<file path="config.mk">
export PLATFORM = sky130hd
export DESIGN_NAME = motor_kick_start_command_controller_flat
export DESIGN_NICKNAME = d
export VERILOG_FILES = /design/src/rtl/mkc_pkg.sv /design/src/rtl/mkc_if.sv /design/src/rtl/mkc_step.sv /design/src/rtl/motor_kick_start_command_controller.sv /design/src/flat_wrapper.sv
export SDC_FILE = /design/constraint.sdc
export NUM_CORES = 1
export LEC_CHECK = 0
export ABC_AREA = 0
export BUFFER_PORTS_ARGS = -buffer_cell sky130_fd_sc_hd__buf_2
export CAP_MARGIN = 5
export CORE_MARGIN = 3
export CORE_UTILIZATION = 55
export CTS_CLUSTER_DIAMETER = 150
export CTS_CLUSTER_SIZE = 24
export DETAILED_ROUTE_END_ITERATION = 7
export GPL_TIMING_DRIVEN = 0
export PLACE_DENSITY_LB_ADDON = 0.05
export SYNTH_ARGS = -nofsm -noshare
export SYNTH_HDL_FRONTEND = slang
export SYNTH_HIERARCHICAL = 1
export SYNTH_SLANG_ARGS = --single-unit
export TNS_END_PERCENT = 5
</file>
<file path="constraint.sdc">
create_clock -name clk -period 7.82 [get_ports clk]
set_input_delay 1.173 -clock clk [delete_from_list [all_inputs] [get_ports clk]]
set_output_delay 1.173 -clock clk [all_outputs]
set_load 0.1 [all_outputs]
</file>
<file path="src/rtl/mkc_pkg.sv">
// Package for the motor kick-start command controller.
// Holds the word types, register and command codes and small helpers.
// No dependencies.
`default_nettype none

package mkc_pkg;

  localparam int FULL_DUTY = 1023;
  localparam int AGE_WIDTH = 16;

  localparam int DUTY_W = 10;
  localparam int CFG_W  = 16;
  localparam int IDX_W  = 3;

  localparam logic [DUTY_W-1:0] FULL_DUTY_CODE = DUTY_W'(FULL_DUTY);

  // register indexes
  localparam logic [IDX_W-1:0] REG_DEVICE_KIND    = 3'd0;
  localparam logic [IDX_W-1:0] REG_KICK_TICKS     = 3'd1;
  localparam logic [IDX_W-1:0] REG_WATCHDOG_TICKS = 3'd2;
  localparam logic [IDX_W-1:0] REG_BLINK_TICKS    = 3'd3;
  localparam logic [IDX_W-1:0] REG_RUN_DUTY       = 3'd4;

  // device kinds
  localparam logic [2:0] KIND_WIND  = 3'd0;
  localparam logic [2:0] KIND_PLAIN = 3'd1;
  localparam logic [2:0] KIND_ATOM  = 3'd2;
  localparam logic [2:0] KIND_RGB   = 3'd3;

  // actions and command codes
  localparam logic       ACT_TICK  = 1'b0;
  localparam logic       ACT_CMD   = 1'b1;
  localparam logic [2:0] CMD_BLINK = 3'd0;
  localparam logic [2:0] CMD_RGB   = 3'd1;
  localparam logic [2:0] CMD_ON    = 3'd2;
  localparam logic [2:0] CMD_OFF   = 3'd3;

  localparam logic [7:0] PCT_MAX = 8'd100;

  typedef logic [AGE_WIDTH-1:0] age_t;

  typedef struct packed {
    logic       action;
    logic [2:0] cmd_code;
    logic [7:0] payload_len;
    logic [7:0] payload_0;
    logic [7:0] payload_1;
    logic [7:0] payload_2;
  } in_word_t;

  typedef struct packed {
    logic [DUTY_W-1:0] drive_duty;
    logic              status_led;
    logic [7:0]        rgb_red;
    logic [7:0]        rgb_green;
    logic [7:0]        rgb_blue;
    logic              atomizer_on;
  } out_word_t;

  typedef struct packed {
    logic [2:0]        device_kind;
    logic [15:0]       kick_ticks;
    logic [15:0]       watchdog_ticks;
    logic [15:0]       blink_ticks;
    logic [DUTY_W-1:0] run_duty;
  } cfg_t;

  typedef struct packed {
    logic [6:0]        request_percent;
    logic              watchdog_armed;
    age_t              command_age;
    logic              motor_active;
    logic              kick_active;
    age_t              kick_age;
    logic [DUTY_W-1:0] duty_now;
    logic              led_active;
    age_t              led_age;
    logic [7:0]        red;
    logic [7:0]        green;
    logic [7:0]        blue;
    logic              atomizer_want;
  } state_t;

  function automatic age_t age_inc(input age_t a);
    return (a == '1) ? a : a + 1'b1;
  endfunction

  // age >= ticks with both zero-extended, so any AGE_WIDTH up to 33 compares right
  function automatic logic age_ge(input age_t a, input logic [15:0] t);
    return 33'(a) >= 33'(t);
  endfunction

endpackage

`default_nettype wire

</file>
<file path="src/rtl/mkc_if.sv">
// Valid/ready channel interfaces for input and result words.
// Depends on mkc_pkg.
`default_nettype none

interface mkc_in_if;
  import mkc_pkg::*;
  logic     valid;
  logic     ready;
  in_word_t data;
  modport source (output valid, output data, input ready);
  modport sink (input valid, input data, output ready);
endinterface

interface mkc_out_if;
  import mkc_pkg::*;
  logic      valid;
  logic      ready;
  out_word_t data;
  modport source (output valid, output data, input ready);
  modport sink (input valid, input data, output ready);
endinterface

`default_nettype wire

</file>
<file path="src/rtl/mkc_step.sv">
// Next-state logic for one word: tick aging, command decode, motor update
// and LED pulse end. Purely combinational. Depends on mkc_pkg.
`default_nettype none

module mkc_step (
  input  wire mkc_pkg::cfg_t     cfg,
  input  wire mkc_pkg::state_t   st,
  input  wire mkc_pkg::in_word_t word,
  output mkc_pkg::state_t        st_next
);
  import mkc_pkg::*;

  logic actuator;
  logic motor_kind;
  logic wind;

  assign actuator   = (cfg.device_kind <= KIND_ATOM);
  assign motor_kind = (cfg.device_kind <= KIND_PLAIN);
  assign wind       = (cfg.device_kind == KIND_WIND);

  always_comb begin
    state_t s;
    s = st;

    if (word.action == ACT_TICK) begin
      if (s.watchdog_armed) s.command_age = age_inc(s.command_age);
      if (s.kick_active)    s.kick_age    = age_inc(s.kick_age);
      if (s.led_active)     s.led_age     = age_inc(s.led_age);
    end else begin
      case (word.cmd_code)
        CMD_BLINK: begin
          if (word.payload_len == 8'd0) begin
            s.led_active = 1'b1;
            s.led_age    = '0;
          end
        end
        CMD_RGB: begin
          if (word.payload_len == 8'd3 && cfg.device_kind == KIND_RGB) begin
            s.red   = word.payload_0;
            s.green = word.payload_1;
            s.blue  = word.payload_2;
          end
        end
        CMD_ON: begin
          if (actuator && word.payload_len == 8'd1 && word.payload_0 != 8'd0 &&
              word.payload_0 <= PCT_MAX) begin
            s.request_percent = word.payload_0[6:0];
            s.command_age     = '0;
            s.watchdog_armed  = 1'b1;
            if (cfg.device_kind == KIND_ATOM) s.atomizer_want = 1'b1;
          end
        end
        CMD_OFF: begin
          if (actuator && word.payload_len == 8'd0) begin
            s.request_percent = '0;
            s.command_age     = '0;
            s.watchdog_armed  = 1'b1;
            if (cfg.device_kind == KIND_ATOM) s.atomizer_want = 1'b0;
          end
        end
        default: ;
      endcase
    end

    if (motor_kind) begin
      if (s.watchdog_armed && age_ge(s.command_age, cfg.watchdog_ticks)) begin
        s.watchdog_armed  = 1'b0;
        s.request_percent = '0;
      end
      if (s.request_percent == '0) begin
        s.motor_active = 1'b0;
        s.kick_active  = 1'b0;
        s.duty_now     = '0;
      end else if (!s.motor_active) begin
        s.motor_active = 1'b1;
        s.duty_now     = FULL_DUTY_CODE;
        if (wind) begin
          s.kick_active = 1'b1;
          s.kick_age    = '0;
        end
      end else if (wind) begin
        // kick holds full duty until its time is up
        if (!(s.kick_active && !age_ge(s.kick_age, cfg.kick_ticks))) begin
          s.kick_active = 1'b0;
          s.duty_now    = cfg.run_duty;
        end
      end else begin
        s.duty_now = FULL_DUTY_CODE;
      end
    end

    if (s.led_active && age_ge(s.led_age, cfg.blink_ticks)) s.led_active = 1'b0;

    st_next = s;
  end

endmodule

`default_nettype wire

</file>
<file path="src/rtl/motor_kick_start_command_controller.sv">
// Motor kick-start command controller, top level.
// Depends on mkc_pkg, mkc_if and mkc_step.
//
// Each accepted input word (a millisecond tick or a bus command) has its
// result word in the output register on the next cycle; one word per cycle
// is sustained while results are taken. The state update for a word is a
// single pass of logic in mkc_step between the state registers and the
// result register. A new word enters in the same cycle the waiting result is
// taken; a stalled result holds off the input. Configuration writes take
// effect on the next cycle.
`default_nettype none

module motor_kick_start_command_controller (
  input  wire logic                     clk,
  input  wire logic                     rst,
  input  wire logic                     cfg_we,
  input  wire logic [mkc_pkg::IDX_W-1:0] cfg_index,
  input  wire logic [mkc_pkg::CFG_W-1:0] cfg_data,
  mkc_in_if.sink                        cmd,
  mkc_out_if.source                     res
);
  import mkc_pkg::*;

  cfg_t      cfg;
  state_t    st;
  state_t    st_next;
  logic      res_valid;
  out_word_t res_data;
  logic      take;

  assign cmd.ready = !res_valid || res.ready;
  assign take      = cmd.valid && cmd.ready;
  assign res.valid = res_valid;
  assign res.data  = res_data;

  mkc_step u_step (
    .cfg     (cfg),
    .st      (st),
    .word    (cmd.data),
    .st_next (st_next)
  );

  always_ff @(posedge clk) begin
    if (rst) begin
      cfg.device_kind    <= KIND_WIND;
      cfg.kick_ticks     <= 16'd300;
      cfg.watchdog_ticks <= 16'd10000;
      cfg.blink_ticks    <= 16'd100;
      cfg.run_duty       <= 10'd802;
    end else if (cfg_we) begin
      unique case (cfg_index)
        REG_DEVICE_KIND:    cfg.device_kind    <= cfg_data[2:0];
        REG_KICK_TICKS:     cfg.kick_ticks     <= cfg_data;
        REG_WATCHDOG_TICKS: cfg.watchdog_ticks <= cfg_data;
        REG_BLINK_TICKS:    cfg.blink_ticks    <= cfg_data;
        REG_RUN_DUTY:       cfg.run_duty       <= cfg_data[DUTY_W-1:0];
        default: ;
      endcase
    end
  end

  always_ff @(posedge clk) begin
    if (rst) begin
      st.request_percent <= '0;
      st.watchdog_armed  <= 1'b0;
      st.command_age     <= '0;
      st.motor_active    <= 1'b0;
      st.kick_active     <= 1'b0;
      st.kick_age        <= '0;
      st.duty_now        <= '0;
      st.led_active      <= 1'b0;
      st.led_age         <= '0;
      st.red             <= 8'd5;
      st.green           <= 8'd0;
      st.blue            <= 8'd5;
      st.atomizer_want   <= 1'b0;
    end else if (take) begin
      st <= st_next;
    end
  end

  always_ff @(posedge clk) begin
    if (rst) begin
      res_valid <= 1'b0;
    end else if (take) begin
      res_valid <= 1'b1;
    end else if (res.ready) begin
      res_valid <= 1'b0;
    end
  end

  always_ff @(posedge clk) begin
    if (take) begin
      res_data.drive_duty  <= st_next.duty_now;
      res_data.status_led  <= st_next.led_active;
      res_data.rgb_red     <= st_next.red;
      res_data.rgb_green   <= st_next.green;
      res_data.rgb_blue    <= st_next.blue;
      res_data.atomizer_on <= st_next.atomizer_want;
    end
  end

endmodule

`default_nettype wire

</file>
<file path="src/flat_wrapper.sv">
// flat-port wrapper written by rule: the top's interface ports become plain ports
module motor_kick_start_command_controller_flat import mkc_pkg::*;
  (clk, rst, cfg_we, cfg_index, cfg_data, cmd_valid, cmd_data, cmd_ready, res_valid, res_data, res_ready);
  mkc_in_if cmd_i ();
  mkc_out_if res_i ();
  input  wire logic clk;
  input  wire logic rst;
  input  wire logic cfg_we;
  input  wire logic [mkc_pkg::IDX_W-1:0] cfg_index;
  input  wire logic [mkc_pkg::CFG_W-1:0] cfg_data;
  input wire logic [$bits(cmd_i.valid)-1:0] cmd_valid;
  input wire logic [$bits(cmd_i.data)-1:0] cmd_data;
  output wire logic [$bits(cmd_i.ready)-1:0] cmd_ready;
  output wire logic [$bits(res_i.valid)-1:0] res_valid;
  output wire logic [$bits(res_i.data)-1:0] res_data;
  input wire logic [$bits(res_i.ready)-1:0] res_ready;
  assign cmd_i.valid = cmd_valid;
  assign cmd_i.data = cmd_data;
  assign cmd_ready = cmd_i.ready;
  assign res_valid = res_i.valid;
  assign res_data = res_i.data;
  assign res_i.ready = res_ready;
  motor_kick_start_command_controller u_core (.clk(clk), .rst(rst), .cfg_we(cfg_we), .cfg_index(cfg_index), .cfg_data(cfg_data), .cmd(cmd_i), .res(res_i));
endmodule
</file>
==> results.cfg, run 1 <==
[detailed_routing]
vias = 9645
routedWlPerCell_um = 18.5
first_pass_iters = 7
ant_nets = 0
totalWireLength_mm = 30.3
vias_per_cell = 5.89
drc = 0
drtIter0Drc = 904

[pwr]
cellPowerDensity_mw_per_mm2 = 175
seqPwrFrac_pct = 47.5
power_leakage_nw = 4.66
p_switching_uw = 608
pwr-share-clk_pct = 43.4
finalPower_mw = 2.16
p_int_mw = 1.55
ir_worst_vdd_v = 0.000162
switching_share_pct = 28.1
pwr-share-comb_pct = 9.1

[yosys]
synth_most_common_cell = a21oi_1
synth.top_cell.area_share_pct = 28.7
ys_seq_area_share_pct = 38.6
synth_warnings = 6
synth-seq-cells = 192
synth_common_cells = 159 x a21oi_1, 156 x dfxtp_1, 129 x nand2_1
syn_area_mm2 = 0.0109
async_reset_ff_share_pct = 0
synthCells = 1250
synth_flop_cell = dfxtp_1
synth.area.top_cells = dfxtp_1 29%, edfxtp_1 9.9%, a21bo_2 8.3%
yosysUniqueCellTypes = 62
yosys.area.top_type = dfxtp_1
postSynthAreaPerCell_um2 = 8.71
synth_nets = 1361
synth_edf_count = 36

[sta]
rsz0062_at_grt = false
drv_slew = 0
clock-skew-final_ns = 0.0135
hold_ws_ns = 0.457
max_slew_margin_pct = 24.4
fmax_mhz = 175
setup_tns_ns = 0
tightest_slew_ns = 1.12
setup_viol = 0
finalCriticalPeriod_ns = 5.70
layout_setup_ws_ns = 2.12
finalCritPeriodShare_pct = 72.9
final_hold_viol_count = 0

[run_status]
status = complete, no violations

[hold_path]
hold_depth = 2
min_from = u_core/cfg[24]
holdPathEnd = u_core/cfg[24]
hold_path.class = reg2reg

[floorplanning]
core_region_area_mm2 = 0.0191
die_y_um = 147
io_pins = 98
row_count = 50
die_area_mm2 = 0.0215
die_w_um = 147
start_util_pct = 57.0

[cts]
htree_levels = 4
post_cts_buffers = 0
clk_pin_slew_ns = 0.08
clk_latency_ns = 0.44
clockBufferDepth = 2
cts_tree = built
cts_root_buffer = clkbuf_16
cts-hold-fix-buffers = 0
cts_sinks = 192
cts_resized = 0
numCtsBuffers = 17

[finish]
multi_input_area_mm2 = 0.00605
nets = 1476
seq_area_mm2 = 0.00420
n_antenna_cell = 0
areaGrowthSynthToFinish_pct = 13.5
fillers = 1710
final_util_pct = 64.7
final_layout_size_suffix_gt1_share_pct = 21.6

[placed_design]
gp_congestion = 0.901
place_ws_ns = 1.81
post-dp-hpwl_mm = 22.5
io_buffers = 95

[worst_setup_path]
end_kind = register
rr_worst_depth = 16
setup.worst_path.start_class = input port
crit_type = in2reg
cp_data_required_time_ns = 8.18
rrSetupSlack_ns = 2.48
r2r_start = u_core/st[55]
critical_path_arrival_ns = 6.06
r2r_end = u_core/st[43]
cp_max_fo = 10

[grt]
overflow = 0
grt_usage_pct = 28.2
grt_max_degree = 33
grt_pass1_wl_mm = 48.7
first_global_vias = 9045
antenna_found_initial = 0

[run]
drv_cap = 0
[layout make-up]
class	instances	area share, %
sequential	192	34.0
clock buffer	17	3.44
buffer	94	3.47
multi-input combinational	911	49.0
inverter	53	1.61
timing repair buffer	96	4.01
tap	260	2.63
clock inverter	15	1.77
[cell usage in the layout, fill, tap and decap left out, drive strengths merged, types with 5 or more instances in the layout]
cell type and n:
a21oi 160, xor2 8, nor2b 7, inv 59
a21bo 90, a2111oi 13, nor3 34, ha 51
buf 137, nand3 126, mux2i 22, and2 7
nand2b 7, o31ai 6, edfxtp 36, clkinv 7
dfxtp 156, and4 5, and3 10, o21a 14
clkbuf 70, or2 5, nand2 129, a31oi 5
o21ai 23, a221oi 10, nor4 13, o211ai 7
nor2 61, a21o 11, nand4 19, a211oi 5
or4 6, mux2 26
[through the flow]
stage	std cells	area [µm²]
after floorplan	1250	10900
after global placement	1605	11700
after detailed placement	1606	11700
after CTS	1638	12300
after global routing	1638	12300
final	1638	12300
[layer usage]
metal	part of all wire, %	track usage (%)
met5	0	0
met4	2.0	8.04
met3	7.6	5.37
met2	44	43.4
met1	47	40.5
[how the worst max path moves through the flow]
stage                      start            end  cells past startpoint
floorplan           cmd_data[34]  u_core/st[51]                     16
global placement    cmd_data[29]  u_core/st[51]                     18
detailed placement  cmd_data[29]  u_core/st[48]                     18
CTS                 cmd_data[29]  u_core/st[44]                     18
global route        cmd_data[29]  u_core/st[46]                     18
finish              cmd_data[29]  u_core/st[44]                     18
[critical path, cell delays in order]
cell	delay (ns)
buf_2	0.10
nor4_1	0.51
nand4_1	0.30
or2_2	0.39
clkbuf_1	0.24
and2_1	0.25
clkbuf_1	0.25
nand2_1	0.13
mux2i_1	0.12
ha_1	0.31
a211oi_1	0.36
a2111oi_0	0.22
a2111o_1	0.58
a211o_4	0.39
buf_6	0.16
a221oi_2	0.27
nand3_1	0.11
a21oi_1	0.18
[state kept, by name (all words and copies together), names as in the netlist]
signal            flops
u_core/st            94
u_core/res.data      36
u_core/res.valid      1
u_core/cfg           61
[power groups by stage]
| stage | Clock, mW | Combinational, mW | Sequential (mW) |
|---|---|---|---|
| final | 0.939 | 0.198 | 1.03 |
| after CTS | 0.949 | 0.197 | 1.03 |
| after global routing | 0.995 | 0.209 | 1.03 |
| after floorplan | 0 | 0.0707 | 1.10 |
| after detailed placement | 0 | 0.196 | 1.05 |
| after global placement | 0 | 0.194 | 1.05 |
[kinds of logic after synthesis]
group	synth area share, %
muxes	4.71
AOI/OAI and AO/OA	23.4
xor gates and xnor gates	0.805
and+or+nand+nor	20.8
adders and majority gates	5.86
buffers and inverters	5.75
DFF	38.6
(Power assumes the default switching activity.)
==> run 2, diff against run 1 <==
==> constraint.sdc (replaced) <==
create_clock -name clk -period 4.71 [get_ports clk]
set_input_delay 0.7065 -clock clk [delete_from_list [all_inputs] [get_ports clk]]
set_output_delay 0.7065 -clock clk [all_outputs]
set_load 0.1 [all_outputs]
==> results.cfg, run 2 (synthesized netlist as in run 1, its figures left out) <==
[detailed_routing]
drtIter0Drc = 907
totalWireLength_mm = 30.9
routedWlPerCell_um = 18.8
ant_nets = 0
vias_per_cell = 5.95
vias = 9799
drc = 0
first_pass_iters = 5

[floorplanning]
start_util_pct = 57.0
io_pins = 98
die_area_mm2 = 0.0215
core_region_area_mm2 = 0.0191
die_w_um = 147
row_count = 50
die_y_um = 147

[sta]
fmax_mhz = 215
final_hold_viol_count = 0
finalCritPeriodShare_pct = 98.9
setup_viol = 0
finalCriticalPeriod_ns = 4.66
drv_slew = 0
max_slew_margin_pct = 19.8
clock-skew-final_ns = 0.0144
tightest_slew_ns = 1.19

[finish]
top_register = u_core/st
final_cell_mix = 156 x a21oi_1, 156 x dfxtp_1, 128 x nand2_1, 123 x nand3_1, 115 x buf_2
areaGrowthSynthToFinish_pct = 16.3
n_antenna_cell = 0
nets = 1484
final_layout_size_suffix_gt1_share_pct = 23.6
largest_reg_flops = 94
stdcell_area_mm2 = 0.0127
final_cell_count_no_fill = 1646

[worst_setup_path]
critical_path_arrival_ns = 5.02
cp_data_required_time_ns = 5.07
crit_type = in2reg
setup.worst_path.start_class = input port
cp_max_fo = 10
end_kind = register

[cts]
cts_root_buffer = clkbuf_16
numCtsBuffers = 17
clockBufferDepth = 2
cts_tree = built
htree_levels = 4
cts_sinks = 192
clk_pin_slew_ns = 0.08
clk_latency_ns = 0.44

[pwr]
ir_worst_vdd_v = 0.000266
cellPowerDensity_mw_per_mm2 = 284
power_leakage_nw = 4.77

[grt]
grt_usage_pct = 28.3
grt_pass1_wl_mm = 48.9
grt_max_degree = 33
antenna_found_initial = 0
overflow = 0
first_global_vias = 9069

[run]
drv_cap = 0

[placed_design]
placed_cells = 1606
placed_area_mm2 = 0.0117
gp_congestion = 0.901
io_buffers = 95
post-dp-hpwl_mm = 22.5

[hold_path]
hold_path.class = reg2reg

[run_status]
status = complete, no violations
-- run 2: final cells by class --
class	count	area, µm²
timing repair buffer	105	581
buffer	93	450
multi-input combinational	911	6250
sequential	192	4200
fill	1673	6420
clock inverter	15	219
tap	260	325
clock buffer	17	425
inverter	53	199
-- run 2: worst max-delay path, stage by stage --
cell      delay (ns)
buf_2           0.11
or3_4           0.38
or3_4           0.37
or4_4           0.55
and2_4          0.19
buf_8           0.14
o211ai_1        0.10
o31ai_1         0.17
ha_1            0.33
a21o_1          0.18
nand3_1         0.08
a21oi_1         0.08
a2111o_1        0.48
a211o_4         0.41
buf_12          0.16
a221oi_2        0.27
nand3_1         0.13
a21oi_2         0.17
-- run 2: report_power, final --
part | total (mW) | internal, mW | switching, mW
Clock | 1.56 | 0.823 | 0.737
Sequential | 1.70 | 1.69 | 0.0120
Combinational | 0.332 | 0.0667 | 0.266
-- run 2: timing repair --
action / in CTS / in global routing
cloned: 0 / 1
buffers inserted: 1 / 7
hold buffers: 0 / 0
endpoints found under the setup margin: 41 / 45
pin swaps: 1 / 11
resized for setup: 8 / 38
-- run 2: final timing paths --
check	startpoint	endpoint	slack [ns]	cells after the start
worst max-delay path	cmd_data[34]	u_core/st[44]	0.05	18
worst min-delay path	u_core/cfg[24]	u_core/cfg[24]	0.46	2
worst max register to register	u_core/st[73]	u_core/st[44]	0.21	17
worst min register to register	u_core/cfg[24]	u_core/cfg[24]	0.46	2
-- run 2: routing by layer --
layer	up-vias	routed length (µm)	track usage, %
met5	-	0	0
met1	4578	14200	40.6
li1	4782	-	-
met4	0	670	8.04
met3	54	2330	5.37
met2	385	13700	43.6
-- run 2: per-stage QoR --
stage                      TNS, ns  util (%)  power (mW)  hold slack, ns  setup WS [ns]
final                            0      66.3        3.60           0.457         0.0525
after global routing      -0.00395      66.3        3.71           0.474       -0.00236
after CTS                        0      64.9        3.61           0.458        0.00452
after detailed placement    -28.99      61.3        2.07           0.448         -0.835
after global placement      -25.41      61.2        2.07           0.444         -0.746
after floorplan                  0         -        1.95           0.436         0.0406
